==> src/design/s3ef_pkg.sv <==
// Shared constants, types and register codes for the separable 3x3 edge filter.
// Depends on nothing; every other file of the block imports it.
package s3ef_pkg;

	// Geometry limits and field widths.
	localparam int MAX_WIDTH  = 1024;
	localparam int MAX_HEIGHT = 1024;
	localparam int COL_W      = $clog2(MAX_WIDTH);
	localparam int DIM_W      = 11;
	localparam int CMP_W      = DIM_W + 1;
	localparam int PIX_W      = 8;
	localparam int COEF_W     = 8;
	localparam int RS_W       = 18;
	localparam int PROD_W     = COEF_W + RS_W;
	localparam int ACC_W      = PROD_W + 2;
	localparam int MAG_W      = ACC_W - 8;
	localparam int POS_W      = 2;
	localparam int CFG_IDX_W  = 3;
	localparam int CFG_DATA_W = 11;

	// Configuration register indexes.
	localparam logic [CFG_IDX_W-1:0] REG_IMAGE_WIDTH  = 3'd0;
	localparam logic [CFG_IDX_W-1:0] REG_IMAGE_HEIGHT = 3'd1;
	localparam logic [CFG_IDX_W-1:0] REG_HORIZ_COEF_0 = 3'd2;
	localparam logic [CFG_IDX_W-1:0] REG_HORIZ_COEF_1 = 3'd3;
	localparam logic [CFG_IDX_W-1:0] REG_HORIZ_COEF_2 = 3'd4;
	localparam logic [CFG_IDX_W-1:0] REG_VERT_COEF_0  = 3'd5;
	localparam logic [CFG_IDX_W-1:0] REG_VERT_COEF_1  = 3'd6;
	localparam logic [CFG_IDX_W-1:0] REG_VERT_COEF_2  = 3'd7;

	// Input operation codes.
	localparam logic OP_PIXEL = 1'b0;
	localparam logic OP_FLUSH = 1'b1;

	// Step selected for the shared multiply-accumulate unit.
	typedef enum logic [2:0] {
		MAC_NONE,
		MAC_H0,
		MAC_H1,
		MAC_H2,
		MAC_V0,
		MAC_V1,
		MAC_V2
	} mac_sel_t;

	// Commands from the controller to the datapath.
	typedef struct packed {
		logic     load_in;
		logic     rd_en;
		mac_sel_t mac_sel;
		logic     mem_we;
		logic     out_load;
		logic     finish;
	} ctl_cmd_t;

	// Status from the datapath to the controller.
	typedef struct packed {
		logic active;
		logic produce;
		logic out_free;
	} dp_status_t;

endpackage

==> src/design/s3ef_ctrl.sv <==
// Sequencing controller of the edge filter: steps the shared multiply-accumulate
// through the row sum and the vertical sum of one pixel. Depends on s3ef_pkg.
module s3ef_ctrl (
	input  logic                  clk,
	input  logic                  arst_n,
	input  logic                  in_valid,
	output logic                  in_ready,
	input  s3ef_pkg::dp_status_t  status,
	output s3ef_pkg::ctl_cmd_t    cmd
);
	import s3ef_pkg::*;

	typedef enum logic [2:0] {
		ST_IDLE,
		ST_H0,
		ST_H1,
		ST_H2,
		ST_V0,
		ST_V1,
		ST_V2,
		ST_RES
	} state_t;

	state_t state_q;
	state_t state_next;
	logic   accept;

	assign in_ready = (state_q == ST_IDLE);
	assign accept   = in_valid && in_ready;

	// Commands and next state follow the current step.
	always_comb begin
		cmd        = '0;
		cmd.mac_sel = MAC_NONE;
		state_next = state_q;
		case (state_q)
			ST_IDLE: begin
				cmd.rd_en   = 1'b1;
				cmd.load_in = accept;
				if (accept) begin
					state_next = status.active ? ST_H0 : ST_RES;
				end
			end
			ST_H0: begin
				cmd.mac_sel = MAC_H0;
				state_next  = ST_H1;
			end
			ST_H1: begin
				cmd.mac_sel = MAC_H1;
				state_next  = ST_H2;
			end
			ST_H2: begin
				cmd.mac_sel = MAC_H2;
				state_next  = ST_V0;
			end
			ST_V0: begin
				cmd.mac_sel = MAC_V0;
				cmd.mem_we  = 1'b1;
				state_next  = ST_V1;
			end
			ST_V1: begin
				cmd.mac_sel = MAC_V1;
				state_next  = ST_V2;
			end
			ST_V2: begin
				cmd.mac_sel = MAC_V2;
				state_next  = ST_RES;
			end
			ST_RES: begin
				// Wait for the output register only when this pixel yields a result.
				if (!status.produce) begin
					cmd.finish = 1'b1;
					state_next = ST_IDLE;
				end else if (status.out_free) begin
					cmd.out_load = 1'b1;
					cmd.finish   = 1'b1;
					state_next   = ST_IDLE;
				end
			end
			default: begin
				state_next = ST_IDLE;
			end
		endcase
	end

	// State register.
	always_ff @(posedge clk or negedge arst_n) begin
		if (!arst_n) begin
			state_q <= ST_IDLE;
		end else begin
			state_q <= state_next;
		end
	end

endmodule

==> config.mk <==
export PLATFORM = sky130hd
export DESIGN_NAME = s3ef_ctrl
export DESIGN_NICKNAME = d
export VERILOG_FILES = /design/src/design/s3ef_pkg.sv /design/src/design/s3ef_ctrl.sv
export SDC_FILE = /design/constraint.sdc
export NUM_CORES = 1
export LEC_CHECK = 0
export BUFFER_PORTS_ARGS = -buffer_cell sky130_fd_sc_hd__buf_2
export CORE_AREA = 2 2 39 41
export CTS_CLUSTER_SIZE = 28
export DETAILED_ROUTE_END_ITERATION = 12
export DIE_AREA = 0 0 41 43
export GPL_TIMING_DRIVEN = 0
export PLACE_DENSITY = 0.46
export SETUP_SLACK_MARGIN = 0.3
export SLEW_MARGIN = 20
export SYNTH_ARGS = -nofsm -noshare
export SYNTH_HDL_FRONTEND = slang
export SYNTH_SLANG_ARGS = --single-unit
==> constraint.sdc <==
create_clock -name clk -period 1 [get_ports clk]
set_input_delay 0.2 -clock clk [delete_from_list [all_inputs] [get_ports clk]]
set_output_delay 0.2 -clock clk [all_outputs]
set_load 0.005 [all_outputs]
==> impl_results.md, run 1 <==
* Num Clock Sinks at 3
* Complex-gate fraction of the synthesized area at 0.216
* Number of global-route vias before repair at 276
* Status: finished with violations
* Final ANT Viol Nets at 0
* CTS root buf: clkbuf_4
* Die ar. at 0.00176 sq mm
* HPWL Detailed at 435 um
* Post-Syn Area at roughly 230 sq um
* Setup_tns at -3520 ps
* Fmax at 0.729 GHz
* CTS H-tree depth at 1
* Largest family of logic cells by synthesized area: simple AND/OR/NAND/NOR gates
* First-pass GRT wire length at 1.22 mm
* DRT Pass-1 Iters at 2
* CTS tree: built
* Pwr/cell area at about 3400 mW/mm^2
* Count leader, synth: nor2_1
* Total track usage at 0.104
* Worst Setup SP: state_q[1]
* Initial Util at 0.167
* Peak VDD IR at around 0.0012 V
* Reg-to-reg endpoint: state_q[2]
* Critical Path Sink Type: output port
* Grt ovf at 0
* Worst R2R Setup Slack at -280 ps
* Max reg flops at 3
* Worst-path clk slew at 40 ps
* Buffers on Ports at 14
* Starting DRT DRC Count at 5
* Slew @ Worst Pin at 203 ps
* Seq/Total Area, Yosys at 0.324
* Yosys cell types at 16
* Biggest regs: state_q x3
* Post-synthesis mux area share at 0
* Vias at 326
* Layout Nets at between 60 and 70
* Post-synthesis xor/xnor area fraction at 0
* Post-Syn Nets at 36
* Cell count after synthesis at 30
* Filler instances at between 100 and 150
* Area leader, netlist: dfrtp_1
* Bufs on Longest Clock Path at 2
* Total CTS buffers at 3
* Leakage power at 0.000270 uW
* Synth area leaders: dfrtp_1 (32%), a21boi_0 (9.7%), nor2_1 (8.1%), buf_4 (6.5%), nor2b_1 (5.4%)
* Headroom to the max-slew limit at 0.864
* Hold crit path type: in -> reg
* Clock latency on the worst-skew pair at 230 ps
* Setup CP Type: reg -> out
* Final setup violating endpoints at 12
* Vias/cell at 4.23
* Yosys reg bits at 3
* Simple-gate share of the synthesized area at 0.351
* Top reg by flops: state_q
* GPL Wtd Cong at 0.623
* Reg2Reg Depth at 4
* Critical path data arrival time at 1170 ps
* Core area at roughly 0.0014 sq mm
* Syn avg cell area at 7.72 sq um
* DRC errors left at 0
* Syn. warnings at 0
* Pin count of the biggest net entering global routing at 7
* Max Transition Viols Final at 0
* Period minus WS final at between 1000 and 1500 ps
* Crit path max fanout at 4
* Top cells by count, synth: nor2_1 (5), a21boi_0 (3), dfrtp_1 (3), nand2_1 (3)
* DRT Wirelength at 767 um
* Critical Path RT at approximately 800 ps
* Tcrit/Tclk final at 1.37
* WL/cell at about 10 um
* ANT cells at 0
* Final worst slack at -372 ps
* Area Overhead vs Synth at 140%
* Adder-Cell Fraction of Synth Area at 0
* Worst flop-to-flop path startpoint: state_q[1]
* Ys flop type: dfrtp_1
* RSZ-0062 raised after global routing: yes
* EDFF count, synth at 0
* Setup crit end: cmd[7]
* Maxcap violations at 0
* Layout cell share with drive strength beyond 1 at 0.705
* Ys async rst share at 1.00
* Synth top area share at 0.324
* Failing checks: setup timing
* Rows at 14
* Io pins at 15
* Final hold vios at 0
* Initial antenna violation count at 0
* CP Launch Type: register
* Die Height at between 40 and 50 um
* Die width at 41 um
* Design Power at 1890 uW
* Clock skew at 5.64 ps
[timing repair]
action                                  in CTS  in global routing
endpoints found under the setup margin      12                 12
endpoints found under the hold margin        3                  0
pin swaps                                    8                  8
buffers inserted                             8                  4
hold buffers                                 1                  0
resized for setup                           11                  3
[critical path, stage by stage, from the launching register on]
cell	delay, ps
dfrtp_1	390
buf_6	140
nor3_4	180
and2_1	140
buf_2	100
[placed cells by master, fill, tap and decap left out]
cell type and instances:
a31oi_1 1, dfrtp_1 3, a2bb2oi_2 1, a211oi_2 1, nor2_2 2, a21boi_2 3
nand2_1 3, nor3b_2 1, buf_12 2, and2_1 1, a21oi_1 1, nand3_2 1
buf_2 13, dlygate4sd3_1 1, nand3_1 1, clkbuf_1 1, nor2b_1 2, buf_6 7
nor2_1 3, nor3_4 1, or4b_1 1, clkbuf_4 3, buf_4 8
[area by class of cell]
type / instances / area (sq um) / area share
multi-input cells: 23 / 180 / 0.324
plain buffers: 4 / 41.3 / 0.0743
well taps: 16 / 20.0 / 0.0360
repair buffers: 27 / 213 / 0.383
flip-flops and latches: 3 / 75.1 / 0.135
clock buffers: 4 / 26.3 / 0.0473
[worst min path at each step]
stage                     startpoint          to  slack (ps)  depth (start not counted)
final                      status[2]  state_q[2]         280                          3
after global routing       status[2]  state_q[2]         300                          3
after CTS                  status[2]  state_q[2]         270                          3
after detailed placement      arst_n  state_q[2]          -4                          1
after global placement        arst_n  state_q[2]          -3                          1
after floorplan               arst_n  state_q[0]        -100                          0
[cell families (layout without fill, tap and decap cells)]
group                  after synthesis  after routing
buffers and inverters                4             35
AO/OA/AOI/OAI                        7              7
flip-flops                           3              3
AND/OR/NAND/NOR                     16             16
[power breakdown]
group          switching (uW)  internal (uW)  total, uW  leakage (uW)
clock network            60.2            149        209     0.0000150
logic                     565            887       1450      0.000221
registers                41.2            186        227     0.0000340
[per-stage QoR]
stage	hold slack [ps]	instances	instance area, sq um	worst slack (ps)	util
floorplan	-95.6	30	263	-61.8	-
global placement	-2.97	60	353	-162	0.255
detailed placement	-3.70	60	353	-156	0.255
CTS	273	73	512	-384	0.370
global route	298	77	556	-445	0.401
finish	285	77	556	-372	0.401
[per-layer routing]
metal	global-route usage	up-vias	part of all wire
met5	0	-	0
met4	0.0600	0	0
met3	0.0314	0	0.055
met2	0.131	10	0.46
met1	0.151	150	0.49
li1	-	166	-
Note: power is estimated with default switching activity, not from simulation.
==> run 2, diff against run 1 <==
Settings changed: ABC_AREA set to 1, PLACE_DENSITY 0.46 to 0.47.
==> impl_results.md, run 2 <==
* Failing checks: setup timing
* DP Worst Slack at -159 ps (-2.76 ps)
* GPL Wtd Cong at 0.630 (+1.1%)
* Final worst slack at -328 ps (+43.7 ps)
* Critical Path Sink Type: output port
* Reg-to-reg endpoint: state_q[2]
* Grt ovf at 0 (unchanged)
* Biggest regs: state_q x3
* Post-Syn Nets at 44 (+22%)
* Most common library cell in the layout ignoring fill and taps: buf_2
* Syn avg cell area at 6.52 sq um (-16%)
* Area leader, netlist: dfrtp_1
* Worst-path clk slew at 40 ps (about the same)
* Syn. warnings at 0 (unchanged)
* Yosys cell types at 14 (-2)
* Num Clock Sinks at 3 (unchanged)
* Cell count after synthesis at 38 (+27%)
* CP Launch Type: register
* Top reg by flops: state_q
* Most frequent cells in the layout: buf_2 (13), nand2_1 (6), buf_4 (6)
* Top cells by count, synth: inv_1 (7), nand2_1 (7), nor2_1 (5)
* Clock latency on the worst-skew pair at 240 ps (about the same)
* Yosys reg bits at 3 (unchanged)
* Fmax at 0.753 GHz (+3.3%)
* Maxcap violations at 0 (unchanged)
* CTS tree: built
* Rows at 14 (unchanged)
* Period minus WS final at 1330 ps (-43.7 ps)
* Cell Area, Placed at 352 sq um (-0.35%)
* ANT cells at 0 (unchanged)
* EDFF count, synth at 0 (unchanged)
* Leakage power at 0.000280 uW (+3.5%)
* Die Height at 43 um (unchanged)
* Hold crit path type: in -> async
* Crit path max fanout at 4 (unchanged)
* Slew @ Worst Pin at 285 ps (+82.0 ps)
* Buffers on Ports at 14 (unchanged)
* Worst R2R Setup Slack at -160 ps (+120 ps)
* Bufs on Longest Clock Path at 2 (unchanged)
* Initial antenna violation count at 0 (unchanged)
* Setup CP Type: reg -> out
* Post-Syn Area at 248 sq um (+7.0%)
* Initial Util at 0.179 (+0.0118)
* RSZ-0062 raised after global routing: yes
* Layout cell share with drive strength beyond 1 at 0.703 (-0.00179)
* DRT Wirelength at 719 um (-6.3%)
* HPWL Detailed at 437 um (+0.64%)
* Layout Nets at 71 (+4.4%)
* WL/cell at 8.99 um (-9.8%)
* Final ANT Viol Nets at 0 (unchanged)
* Final Cell Area at 498 sq um (-10%)
* Worst flop-to-flop path startpoint: state_q[2]
* Status: finished with violations
* Final hold vios at 0 (unchanged)
* Core area at 0.00138 sq mm (unchanged)
* Number of global-route vias before repair at 271 (-1.8%)
* Ys async rst share at 1.00 (unchanged)
* Worst Setup SP: state_q[1]
* Critical Path RT at 800 ps (about the same)
* Critical path data arrival time at 1130 ps (-40 ps)
* Pin count of the biggest net entering global routing at 7 (unchanged)
* DRT Pass-1 Iters at 1 (-1)
* Ys flop type: dfrtp_1
* Io pins at 15 (unchanged)
* Clock skew at 7.07 ps (+1.43 ps)
* Peak VDD IR at 0.000839 V (-31%)
* CTS H-tree depth at 1 (unchanged)
* Area Overhead vs Synth at 101%
* Final setup violating endpoints at 12 (unchanged)
* Pwr/cell area at 3200 mW/mm^2 (-5.9%)
* CTS root buf: clkbuf_4
* Max Transition Viols Final at 0 (unchanged)
* Die ar. at 0.00176 sq mm (unchanged)
* Seq/Total Area, Yosys at 0.303 (-0.0213)
* DRC errors left at 0 (unchanged)
* Filler instances at 151 (+1.3%)
* First-pass GRT wire length at 993 um (-19%)
* Die width at 41 um (unchanged)
* Total CTS buffers at 3 (unchanged)
* Design Power at 1590 uW (-16%)
* Vias at 320 (-1.8%)
* Synth top area share at 0.303 (-0.0213)
* Reg2Reg Depth at 8 (+4)
* Total track usage at 0.0894 (-0.0150)
* Starting DRT DRC Count at 0 (-5)
* Headroom to the max-slew limit at 0.809 (-0.0551)
* Max reg flops at 3 (unchanged)
* Setup crit end: cmd[6]
* Tcrit/Tclk final at 1.33 (-0.0437)
* Vias/cell at 4.00 (-5.5%)
* Synth area leaders: dfrtp_1 (30%), inv_1 (11%), nand2_1 (11%), nor2_1 (7.6%), nand3_1 (6.1%)
run 2: cell count changes after synthesis, moves of 2 or more:
| cell | previous run | this run |
|---|---|---|
| buf_2 | 2 | 0 |
| nand2_1 | 3 | 7 |
| nor2b_1 | 2 | 0 |
| nand2_2 | 0 | 2 |
| inv_2 | 0 | 2 |
| inv_1 | 0 | 7 |
| o21ai_0 | 0 | 2 |
run 2: layout make-up:
cell class,count,area (sq um),share of cell area
plain buffers,1,7.51,0.0151
clock buffers,4,26.3,0.0528
inverters,9,36.3,0.0729
multi-input cells,25,183,0.367
flip-flops and latches,3,78.8,0.158
well taps,16,20.0,0.0402
repair buffers,22,146,0.294
run 2: worst min-delay path by stage:
| stage | to | slack (ps) | cells past startpoint | startpoint |
|---|---|---|---|---|
| finish | state_q[0] | 280 | 2 | arst_n |
| global route | state_q[1] | 310 | 2 | arst_n |
| CTS | state_q[0] | 280 | 2 | arst_n |
| detailed placement | state_q[1] | -4 | 1 | arst_n |
| global placement | state_q[0] | -3 | 1 | arst_n |
| floorplan | state_q[0] | -100 | 0 | arst_n |
run 2: power by group:
group	leakage (uW)	internal (uW)	switching, uW	total, uW
combinational	0.000232	549	474	1020
sequential	0.0000321	201	143	345
clock	0.0000150	150	74.3	225
run 2: per-stage QoR:
stage | setup TNS, ps | util | cells | hold WS (ps)
final | -2810 | 0.360 | 80 | 281
after CTS | -2790 | 0.340 | 80 | 284
after global routing | -3420 | 0.360 | 80 | 309
after floorplan | -48.8 | - | 38 | -95.6
after detailed placement | -744 | 0.254 | 68 | -4.07
after global placement | -815 | 0.254 | 68 | -2.88
run 2: critical path: stages (launching register included):
cell and delay, ps:
dfrtp_2 440, nor2_4 130, inv_2 60, nor2_4 70
buf_4 100, buf_4 90
run 2: cells by family after synthesis:
logic type | Yosys count | share of synthesized area
flops | 3 | 0.303
compound gates | 4 | 0.101
simple gates | 21 | 0.429
buf+inv | 10 | 0.167
run 2: repair_timing:
item / CTS / global route
resized for setup: 11 / 8
cloned: 0 / 0
endpoints found under the hold margin: 3 / 0
hold buffers: 1 / 0
setup endpoints to repair: 12 / 12
pin swaps: 6 / 5
setup buffers: 7 / 0
run 2: metal layers:
metal | global-route usage | wire (um)
met5 | 0 | 0
met4 | 0.100 | 33
met3 | 0.0314 | 42
met2 | 0.141 | 392
met1 | 0.0742 | 250
